File: config.mk
export PLATFORM = sky130hd
export DESIGN_NAME = gregorian_to_persian_date
export DESIGN_NICKNAME = d
export VERILOG_FILES = /design/src/rtl/core/g2p_pkg.sv /design/src/rtl/core/g2p_day_count.sv /design/src/rtl/core/g2p_cycle_split.sv /design/src/rtl/core/gregorian_to_persian_date.sv
export SDC_FILE = /design/constraint.sdc
export NUM_CORES = 2
export LEC_CHECK = 0
export BUFFER_PORTS_ARGS = -buffer_cell sky130_fd_sc_hd__buf_2
export CAP_MARGIN = 15
export CORE_AREA = 2 2 229 276
export CTS_CLUSTER_SIZE = 28
export DETAILED_ROUTE_END_ITERATION = 10
export DIE_AREA = 0 0 231 278
export HOLD_SLACK_MARGIN = 0.02
export PLACE_DENSITY_LB_ADDON = 0.1
export SLEW_MARGIN = 20
export SYNTH_ARGS = -nofsm -noshare
export SYNTH_HDL_FRONTEND = slang
export SYNTH_SLANG_ARGS = --single-unit
File: constraint.sdc
create_clock -name clk_i -period 26.8 [get_ports clk_i]
set_input_delay 4.02 -clock clk_i [delete_from_list [all_inputs] [get_ports clk_i]]
set_output_delay 4.02 -clock clk_i [all_outputs]
set_load 0.05 [all_outputs]
File: src/rtl/core/g2p_pkg.sv
// ----------------------------------------------------------------------------
// g2p_pkg
// shared types, constants and month tables for the gregorian to persian
// date converter
// ----------------------------------------------------------------------------
package g2p_pkg;

  // payload of one input item
  typedef struct packed {
    logic [11:0] greg_year;
    logic [3:0]  greg_month;
    logic [4:0]  greg_day;
  } greg_date_t;

  // payload of one result item
  typedef struct packed {
    logic [11:0] pers_year;
    logic [3:0]  pers_month;
    logic [4:0]  pers_day;
  } pers_date_t;

  // day number handed from the day counter to the cycle splitter
  typedef struct packed {
    logic        valid;
    logic [19:0] days;
  } g2p_daynum_t;

  localparam int unsigned DayNumW = 20;

  // calendar constants
  localparam logic [11:0] GregYearMin  = 12'd1601;
  localparam logic [11:0] GregEpoch    = 12'd1600;
  localparam logic [3:0]  MonthFirst   = 4'd1;
  localparam logic [3:0]  MonthLast    = 4'd12;
  localparam logic [6:0]  NewYearShift = 7'd80;   // 79 plus the day-of-month base
  localparam logic [11:0] PersYearBase = 12'd979;

  localparam logic [13:0] CycleDays    = 14'd12053;  // 33 persian years
  localparam logic [10:0] QuadDays     = 11'd1461;   // 4 persian years
  localparam logic [8:0]  YearDays     = 9'd365;
  localparam logic [8:0]  LeapYearDays = 9'd366;

  // reciprocals for division by constants
  // floor(x / 100)   = (x * 5243) >> 19, exact for x below 4096
  // floor(x / 12053) = (x * 1425361) >> 34, exact for 20-bit x
  // floor(x / 1461)  = (x * 22967) >> 25, exact for x below 12053
  localparam logic [12:0] Recip100   = 13'd5243;
  localparam int unsigned Shift100   = 19;
  localparam logic [20:0] RecipCycle = 21'd1425361;
  localparam int unsigned ShiftCycle = 34;
  localparam logic [14:0] RecipQuad  = 15'd22967;
  localparam int unsigned ShiftQuad  = 25;

  // days in the gregorian year before month index gm (0 is january)
  function automatic logic [8:0] greg_cum_days(input logic [3:0] gm);
    logic [8:0] d;
    case (gm)
      4'd0:    d = 9'd0;
      4'd1:    d = 9'd31;
      4'd2:    d = 9'd59;
      4'd3:    d = 9'd90;
      4'd4:    d = 9'd120;
      4'd5:    d = 9'd151;
      4'd6:    d = 9'd181;
      4'd7:    d = 9'd212;
      4'd8:    d = 9'd243;
      4'd9:    d = 9'd273;
      4'd10:   d = 9'd304;
      4'd11:   d = 9'd334;
      default: d = 9'd0;
    endcase
    return d;
  endfunction

  // days in the persian year before month index pm (0 is farvardin)
  function automatic logic [8:0] pers_cum_days(input logic [3:0] pm);
    logic [8:0] d;
    case (pm)
      4'd0:    d = 9'd0;
      4'd1:    d = 9'd31;
      4'd2:    d = 9'd62;
      4'd3:    d = 9'd93;
      4'd4:    d = 9'd124;
      4'd5:    d = 9'd155;
      4'd6:    d = 9'd186;
      4'd7:    d = 9'd216;
      4'd8:    d = 9'd246;
      4'd9:    d = 9'd276;
      4'd10:   d = 9'd306;
      4'd11:   d = 9'd336;
      default: d = 9'd0;
    endcase
    return d;
  endfunction

endpackage

File: src/rtl/core/g2p_day_count.sv
// ----------------------------------------------------------------------------
// g2p_day_count
// three-stage pipeline from a gregorian date to a day number counted from
// the persian new year in march 1600
// ----------------------------------------------------------------------------
module g2p_day_count import g2p_pkg::*; (
  input  logic        clk_i,
  input  logic        rst_ni,
  input  logic        in_valid_i,
  input  greg_date_t  date_i,
  output g2p_daynum_t day_o
);

  // stage 1: clamped fields
  logic        s1_valid_q;
  logic [11:0] s1_gy_q, s1_gy_d;
  logic [3:0]  s1_gm_q, s1_gm_d;
  logic [4:0]  s1_day_q;

  // stage 2: year days, leap days, month offset
  logic        s2_valid_q;
  logic [20:0] s2_y365_q, s2_y365_d;
  logic [10:0] s2_leapd_q, s2_leapd_d;
  logic [8:0]  s2_cum_q, s2_cum_d;
  logic [4:0]  s2_day_q;

  // stage 3: day number
  logic        s3_valid_q;
  logic [19:0] s3_days_q, s3_days_d;

  logic [24:0] cent_lo_prod;
  logic [25:0] cent_hi_prod;
  logic [6:0]  cent_lo;    // floor(gy / 100)
  logic [6:0]  cent_hi;    // ceil(gy / 100)
  logic        is_leap;

  always_comb begin
    logic [11:0] year_c;
    logic [3:0]  mon_c;
    year_c  = (date_i.greg_year < GregYearMin) ? GregYearMin : date_i.greg_year;
    mon_c   = date_i.greg_month;
    if (mon_c < MonthFirst) begin
      mon_c = MonthFirst;
    end
    if (mon_c > MonthLast) begin
      mon_c = MonthLast;
    end
    s1_gy_d = year_c - GregEpoch;
    s1_gm_d = mon_c - MonthFirst;
  end

  always_comb begin
    cent_lo_prod = 25'(s1_gy_q) * 25'(Recip100);
    cent_hi_prod = (26'(s1_gy_q) + 26'd99) * 26'(Recip100);
    cent_lo      = cent_lo_prod[Shift100 +: 6] == 6'd0 ? 7'd0
                   : {1'b0, cent_lo_prod[Shift100 +: 6]};
    cent_hi      = cent_hi_prod[Shift100 +: 7];
    // gy % 100 == 0 exactly when floor and ceil of gy / 100 agree
    is_leap      = (s1_gy_q[1:0] == 2'd0) &&
                   ((cent_hi != cent_lo) || (cent_lo[1:0] == 2'd0));
    s2_y365_d    = 21'(s1_gy_q) * 21'(YearDays);
    // (gy+3)/4 - (gy+99)/100 + (gy+399)/400
    s2_leapd_d   = 11'((13'(s1_gy_q) + 13'd3) >> 2) - 11'(cent_hi)
                   + 11'((8'(cent_hi) + 8'd3) >> 2);
    s2_cum_d     = greg_cum_days(s1_gm_q) + ((s1_gm_q > 4'd1 && is_leap) ? 9'd1 : 9'd0);
  end

  always_comb begin
    logic [20:0] sum;
    sum       = s2_y365_q + 21'(s2_leapd_q) + 21'(s2_cum_q) + 21'(s2_day_q)
                - 21'(NewYearShift);
    s3_days_d = sum[DayNumW-1:0];
  end

  always_ff @(posedge clk_i or negedge rst_ni) begin
    if (!rst_ni) begin
      s1_valid_q <= 1'b0;
      s2_valid_q <= 1'b0;
      s3_valid_q <= 1'b0;
    end else begin
      s1_valid_q <= in_valid_i;
      s2_valid_q <= s1_valid_q;
      s3_valid_q <= s2_valid_q;
    end
  end

  always_ff @(posedge clk_i) begin
    s1_gy_q    <= s1_gy_d;
    s1_gm_q    <= s1_gm_d;
    s1_day_q   <= date_i.greg_day;
    s2_y365_q  <= s2_y365_d;
    s2_leapd_q <= s2_leapd_d;
    s2_cum_q   <= s2_cum_d;
    s2_day_q   <= s1_day_q;
    s3_days_q  <= s3_days_d;
  end

  assign day_o.valid = s3_valid_q;
  assign day_o.days  = s3_days_q;

endmodule

File: src/rtl/core/g2p_cycle_split.sv
// ----------------------------------------------------------------------------
// g2p_cycle_split
// six-stage pipeline that splits a day number into 33-year cycles, 4-year
// groups, years and months of the persian calendar
// ----------------------------------------------------------------------------
module g2p_cycle_split import g2p_pkg::*; (
  input  logic        clk_i,
  input  logic        rst_ni,
  input  g2p_daynum_t day_i,
  output logic        valid_o,
  output pers_date_t  date_o
);

  // stage 4: cycle quotient
  logic        s4_valid_q;
  logic [6:0]  s4_q33_q, s4_q33_d;
  logic [19:0] s4_days_q;
  logic [40:0] cyc_prod;

  // stage 5: remainder within the cycle
  logic        s5_valid_q;
  logic [13:0] s5_rem_q, s5_rem_d;
  logic [11:0] s5_yr_q, s5_yr_d;

  // stage 6: group quotient
  logic        s6_valid_q;
  logic [3:0]  s6_q4_q, s6_q4_d;
  logic [13:0] s6_rem_q;
  logic [11:0] s6_yr_q;
  logic [28:0] quad_prod;

  // stage 7: remainder within the group
  logic        s7_valid_q;
  logic [10:0] s7_rem_q, s7_rem_d;
  logic [11:0] s7_yr_q, s7_yr_d;

  // stage 8: day of persian year
  logic        s8_valid_q;
  logic [8:0]  s8_doy_q, s8_doy_d;
  logic [11:0] s8_yr_q, s8_yr_d;

  // stage 9: result register
  logic        s9_valid_q;
  pers_date_t  s9_date_q, s9_date_d;

  always_comb begin
    cyc_prod = 41'(day_i.days) * 41'(RecipCycle);
    s4_q33_d = cyc_prod[ShiftCycle +: 7];
  end

  always_comb begin
    logic [20:0] sub;
    sub      = 21'(s4_q33_q) * 21'(CycleDays);
    s5_rem_d = 14'(21'(s4_days_q) - sub);
    s5_yr_d  = PersYearBase + 12'({s4_q33_q, 5'b0}) + 12'(s4_q33_q);
  end

  always_comb begin
    quad_prod = 29'(s5_rem_q) * 29'(RecipQuad);
    s6_q4_d   = quad_prod[ShiftQuad +: 4];
  end

  always_comb begin
    logic [14:0] sub;
    sub      = 15'(s6_q4_q) * 15'(QuadDays);
    s7_rem_d = 11'(15'(s6_rem_q) - sub);
    s7_yr_d  = s6_yr_q + 12'({s6_q4_q, 2'b0});
  end

  // the first year of a group has 366 days, the other three 365
  always_comb begin
    logic [10:0] t;
    t        = s7_rem_q - 11'd1;
    s8_yr_d  = s7_yr_q;
    s8_doy_d = s7_rem_q[8:0];
    if (s7_rem_q >= 11'(LeapYearDays)) begin
      if (t >= 11'd1095) begin
        s8_yr_d  = s7_yr_q + 12'd3;
        s8_doy_d = 9'(t - 11'd1095);
      end else if (t >= 11'd730) begin
        s8_yr_d  = s7_yr_q + 12'd2;
        s8_doy_d = 9'(t - 11'd730);
      end else begin
        s8_yr_d  = s7_yr_q + 12'd1;
        s8_doy_d = 9'(t - 11'(YearDays));
      end
    end
  end

  // month index is the last month start not above the day of year
  always_comb begin
    logic [3:0] cnt;
    cnt = 4'd0;
    for (int k = 1; k < 12; k++) begin
      if (s8_doy_q >= pers_cum_days(4'(k))) begin
        cnt = 4'(k);
      end
    end
    s9_date_d.pers_year  = s8_yr_q;
    s9_date_d.pers_month = cnt + MonthFirst;
    s9_date_d.pers_day   = 5'(s8_doy_q - pers_cum_days(cnt) + 9'd1);
  end

  always_ff @(posedge clk_i or negedge rst_ni) begin
    if (!rst_ni) begin
      s4_valid_q <= 1'b0;
      s5_valid_q <= 1'b0;
      s6_valid_q <= 1'b0;
      s7_valid_q <= 1'b0;
      s8_valid_q <= 1'b0;
      s9_valid_q <= 1'b0;
    end else begin
      s4_valid_q <= day_i.valid;
      s5_valid_q <= s4_valid_q;
      s6_valid_q <= s5_valid_q;
      s7_valid_q <= s6_valid_q;
      s8_valid_q <= s7_valid_q;
      s9_valid_q <= s8_valid_q;
    end
  end

  always_ff @(posedge clk_i) begin
    s4_q33_q  <= s4_q33_d;
    s4_days_q <= day_i.days;
    s5_rem_q  <= s5_rem_d;
    s5_yr_q   <= s5_yr_d;
    s6_q4_q   <= s6_q4_d;
    s6_rem_q  <= s5_rem_q;
    s6_yr_q   <= s5_yr_q;
    s7_rem_q  <= s7_rem_d;
    s7_yr_q   <= s7_yr_d;
    s8_doy_q  <= s8_doy_d;
    s8_yr_q   <= s8_yr_d;
    s9_date_q <= s9_date_d;
  end

  assign valid_o = s9_valid_q;
  assign date_o  = s9_date_q;

endmodule

File: src/rtl/core/gregorian_to_persian_date.sv
// ----------------------------------------------------------------------------
// gregorian_to_persian_date
// converts a gregorian date into the persian (jalali) date using the
// arithmetic 33-year cycle
// ----------------------------------------------------------------------------
// usage
//   input channel: drive greg_i and raise start; the item is taken at any
//   rising edge where start is high and busy is low. busy never rises, so
//   a new date can be taken on every cycle, back to back
//   result channel: done_o is high for exactly one cycle with the matching
//   persian date on pers_o; the receiver takes it at the end of that cycle
//   and cannot stall it, so nothing ever backs up into the input side
//   pipeline: nine register stages, and done_o is driven by the last of them;
//   results leave in input order
//   throughput: one item per cycle, set by the fully pipelined datapath
//   (three stages build the day number, six split it into cycles, groups,
//   years and months, the last of them is the result register)
//   years below 1601 count as 1601, months outside 1..12 are clamped, and
//   days are not checked: an odd day just moves the day count
//   reset: rst_ni clears the stage valid flags at once, so items in flight
//   are dropped and no done_o pulse follows reset
// ----------------------------------------------------------------------------
module gregorian_to_persian_date import g2p_pkg::*; (
  input  logic       clk_i,
  input  logic       rst_ni,
  input  logic       start,
  output logic       busy,
  input  greg_date_t greg_i,
  output logic       done_o,
  output pers_date_t pers_o
);

  g2p_daynum_t day_num;
  logic        accept;

  // every stage advances each cycle, so the input side is always open
  assign busy   = 1'b0;
  assign accept = start & ~busy;

  // gregorian date to day number
  g2p_day_count u_day_count (
    .clk_i      (clk_i),
    .rst_ni     (rst_ni),
    .in_valid_i (accept),
    .date_i     (greg_i),
    .day_o      (day_num)
  );

  // day number to persian year, month and day
  g2p_cycle_split u_cycle_split (
    .clk_i   (clk_i),
    .rst_ni  (rst_ni),
    .day_i   (day_num),
    .valid_o (done_o),
    .date_o  (pers_o)
  );

  // fixed latency from accept to result
  a_latency: assert property (@(posedge clk_i) disable iff (!rst_ni)
    accept |-> ##9 done_o)
    else $error("result missing nine cycles after accept");

  // no result without a matching item taken before it
  a_no_spurious: assert property (@(posedge clk_i) disable iff (!rst_ni)
    done_o |-> $past(accept, 9))
    else $error("result without a matching item");

  a_month_range: assert property (@(posedge clk_i) disable iff (!rst_ni)
    done_o |-> (pers_o.pers_month >= MonthFirst) && (pers_o.pers_month <= MonthLast))
    else $error("persian month out of range");

  // first six months have 31 days, the rest at most 30
  a_day_range: assert property (@(posedge clk_i) disable iff (!rst_ni)
    done_o |-> (pers_o.pers_day >= 5'd1) &&
               ((pers_o.pers_month <= 4'd6) || (pers_o.pers_day <= 5'd30)))
    else $error("persian day out of range for its month");

endmodule

==> impl_metrics.sql <==
INSERT INTO impl_metrics (metric_group, metric, value, unit) VALUES
('setup_path', 'crit_slowest_cell', 'sky130_fd_sc_hd__dfxtp_1', ''),
('sta', 'timing.final.ws_setup', '16.67', 'ns'),
('setup_path', 'path_max_fanout', '11', ''),
('yosys', 'synth.yosys.seq_area_share', '16.1', '%'),
('setup_path', 'critical_path.startpoint_type', 'flop', ''),
('floorplanning', 'initial_utilization', '49.4', '%'),
('clock_tree', 'cts-resized-gates', '0', ''),
('clock_tree', 'postCtsHoldBufs', '0', ''),
('clock_tree', 'clk_root_buffer_cell', 'sky130_fd_sc_hd__clkbuf_16', ''),
('grt', 'grt_overflow_total', '0', ''),
('final_layout', 'nets', '4174', ''),
('sta', 'relSlewSlack', '35.4', '%'),
('yosys', 'synth.net_count', '4114', ''),
('grt', 'first_pass_grt_wire_length', '108000', 'um'),
('sta', 'report.final.slew_viol_count', '0', ''),
('yosys', 'yosysWarningCount', '0', ''),
('setup_path', 'worst_path_dominant_cell_family', 'adder cells', ''),
('clock_tree', 'clock_insertion_delay_worst_skew', '0.58', 'ns'),
('yosys', 'yosys.area.top_type_share', '28.5', '%'),
('detailed_routing', 'detail_route_antenna_nets', '0', ''),
('yosys', 'yosys.area.top_type', 'sky130_fd_sc_hd__fa_1', ''),
('place', 'dp_hpwl', '57600', 'um'),
('sta', 'report.final.hold_viol_count', '0', ''),
('yosys', 'number_of_synthesized_register_bits', '242', ''),
('floorplanning', 'floorplan.die.width', '231', 'um'),
('final_layout', 'final_util', '53.0', '%'),
('place', 'place.detailed.instances', '3851', ''),
('yosys', 'netlist_instances', '3006', ''),
('clock_tree', 'tritoncts_clock_tree', 'done', ''),
('yosys', 'dominantRegCellSynth', 'sky130_fd_sc_hd__dfxtp_1', ''),
('setup_path', 'crit_required', '27.30', 'ns'),
('final_layout', 'area.growth.synth_to_final', '7.34', '%'),
('detailed_routing', 'drt-total-wl', '64900', 'um'),
('detailed_routing', 'vias', '19702', ''),
('detailed_routing', 'vias_per_cell', '5.05', ''),
('yosys', 'yosys.cell_types.count', '80', ''),
('floorplanning', 'core_region_area', '61600', 'um^2'),
('sta', 'finalCriticalPeriod', '10.13', 'ns'),
('sta', 'worst_pin_slew', '0.967', 'ns'),
('sta', 'setup-tns-final', '0', 'ns'),
('setup_path', 'crit_top_cell', 'sky130_fd_sc_hd__fa_1', ''),
('floorplanning', 'std_cell_rows', '100', ''),
('flow_run', 'cap_violations', '0', ''),
('floorplanning', 'fp.dieH', '278', 'um'),
('outcome', 'status', 'finished clean', ''),
('sta', 'setup_violations', '0', ''),
('final_layout', 'antenna_cells', '0', ''),
('grt', 'first_global_vias', '22048', ''),
('clock_tree', 'cts.sinks', '242', ''),
('yosys', 'yosys.cell_count.top_type', 'sky130_fd_sc_hd__inv_1', ''),
('floorplanning', 'die_area', '64200', 'um^2'),
('yosys', 'post_synth.cell_area_avg', '10.1', 'um^2'),
('sta', 'fmaxAchievable', '98.7', 'MHz'),
('detailed_routing', 'detailedRoute.firstPassIterationCount', '5', ''),
('yosys', 'synthArstFlopShare', '3.72', '%'),
('place', 'dpl_worst_slack', '16.72', 'ns'),
('detailed_routing', 'initialDrtViolationCount', '504', ''),
('clock_tree', 'h-tree-depth', '1', ''),
('yosys', 'yosys-top-cells-count', 'sky130_fd_sc_hd__inv_1, sky130_fd_sc_hd__ha_1, sky130_fd_sc_hd__fa_1', ''),
('grt', 'maximum_number_of_pins_on_one_net_before_global_route_repair', '22', ''),
('detailed_routing', 'drc', '0', ''),
('yosys', 'netlist_area_before_placement', '30400', 'um^2'),
('sta', 'worst_skew', '0.0175', 'ns'),
('detailed_routing', 'detail_route.wl_per_cell', '16.6', 'um'),
('clock_tree', 'cts.repair_timing.setup_buffer_count', '0', ''),
('grt', 'grt_antenna_before_repair', '0', ''),
('clock_tree', 'numCtsBuffers', '29', ''),
('setup_path', 'max_stage_delay', '0.68', 'ns'),
('place', 'port_buffers', '45', ''),
('final_layout', 'final_cells', '3905', ''),
('setup_path', 'setup.worst_path.class', 'flop to flop', '');
routing by layer:
metal,vias to the layer above,wire length (um),track usage [%]
met5,-,0,0
met4,0,3660,10.4
met1,9624,23300,21.5
li1,9666,-,-
met2,248,36700,42.8
met3,164,1320,1.85
final cells by class:
cell class                 count  area, um^2
clock inverter                14         224
fill                        5676       28900
sequential                   242        4890
multi-input combinational   1987       22600
tap                          816        1020
clock buffer                  40         807
inverter                     757        2840
timing repair buffer          49         255
path summary, 6_finish.rpt:
kind,cells past startpoint,to,start
max,37,u_day_count.s2_leapd_q[10]$_DFF_P_,u_day_count.s1_gy_q[0]$_SDFF_PP1_
min,0,u_cycle_split.s6_yr_q[5]$_DFF_P_,u_cycle_split.s5_yr_q[5]$_DFF_P_
max reg2reg,37,u_day_count.s2_leapd_q[10]$_DFF_P_,u_day_count.s1_gy_q[0]$_SDFF_PP1_
min reg2reg,0,u_cycle_split.s6_yr_q[5]$_DFF_P_,u_cycle_split.s5_yr_q[5]$_DFF_P_
max in group asynchronous,1,u_cycle_split.s8_valid_q$_DFF_PN0_,rst_ni
min in group asynchronous,1,u_day_count.s1_valid_q$_DFF_PN0_,rst_ni
through the flow:
stage / instance area [um^2] / hold slack, ns
2_1_floorplan: 30400 / 0.310
3_3_place_gp: 31600 / 0.311
6_report: 32600 / 0.325
3_5_place_dp: 31600 / 0.312
5_1_grt: 32600 / 0.332
4_1_cts: 32600 / 0.326
registers in the layout, indices dropped and copies added, names as in the netlist, 5 cells and up, named ones only:
name / cells
u_cycle_split.s6_rem_q: 11
u_cycle_split.s8_doy_q: 9
u_day_count.s2_day_q: 5
u_cycle_split.s7_yr_q: 12
u_cycle_split.s8_yr_q: 12
u_day_count.s3_days_q: 20
u_cycle_split.date_o: 21
u_cycle_split.s6_yr_q: 12
u_day_count.s2_leapd_q: 11
u_day_count.s2_cum_q: 9
u_cycle_split.s5_rem_q: 14
u_cycle_split.s4_days_q: 14
u_cycle_split.s5_yr_q: 12
u_day_count.s1_day_q: 5
u_day_count.s2_y365_q: 20
u_cycle_split.s4_q33_q: 7
u_cycle_split.s7_rem_q: 11
u_day_count.s1_gy_q: 12
worst register-to-register path: cells and delay by family, from the launching register on:
family / cells / cell delay (ns)
adders and majority gates: 8 / 3.61
AOI/OAI and AO/OA: 14 / 2.76
xor gates and xnor gates: 4 / 1.48
and+or+nand+nor: 7 / 0.96
DFF: 1 / 0.68
buffers and inverters: 4 / 0.56
cell usage in the layout (no fill, tap or decap), types with 13 or more instances in the layout:
cell / synthesis / routed
sky130_fd_sc_hd__a21o_1: 26 / 26
sky130_fd_sc_hd__a21oi_1: 97 / 97
sky130_fd_sc_hd__and3_1: 13 / 13
sky130_fd_sc_hd__buf_2: 2 / 45
sky130_fd_sc_hd__clkbuf_16: 0 / 29
sky130_fd_sc_hd__dfxtp_1: 233 / 233
sky130_fd_sc_hd__fa_1: 432 / 432
sky130_fd_sc_hd__ha_1: 652 / 652
sky130_fd_sc_hd__inv_1: 756 / 756
sky130_fd_sc_hd__nand2_1: 92 / 92
sky130_fd_sc_hd__nand2b_1: 20 / 20
sky130_fd_sc_hd__nand3_1: 32 / 32
sky130_fd_sc_hd__nor2_1: 98 / 98
sky130_fd_sc_hd__nor2b_1: 29 / 29
sky130_fd_sc_hd__nor3_1: 28 / 28
sky130_fd_sc_hd__o21a_1: 17 / 17
sky130_fd_sc_hd__o21ai_0: 75 / 75
sky130_fd_sc_hd__o21bai_1: 16 / 16
sky130_fd_sc_hd__xnor2_1: 140 / 139
sky130_fd_sc_hd__xor2_1: 46 / 46
cell families after synthesis:
family | count (synthesis) | share of synthesized area, %
multiplexers | 3 | 0.0988
adder cells (fa/ha/maj) | 1085 | 55.3
XOR/XNOR | 190 | 5.60
flip-flops | 242 | 16.1
other | 1 | 0.0123
buffers and inverters | 777 | 9.64
AND/OR/NAND/NOR | 369 | 6.03
AO/OA/AOI/OAI | 339 | 7.17
Power is left out: the tool's default activity adds up to more than one toggle a clock period on the data nets, which glitch-free logic cannot reach.
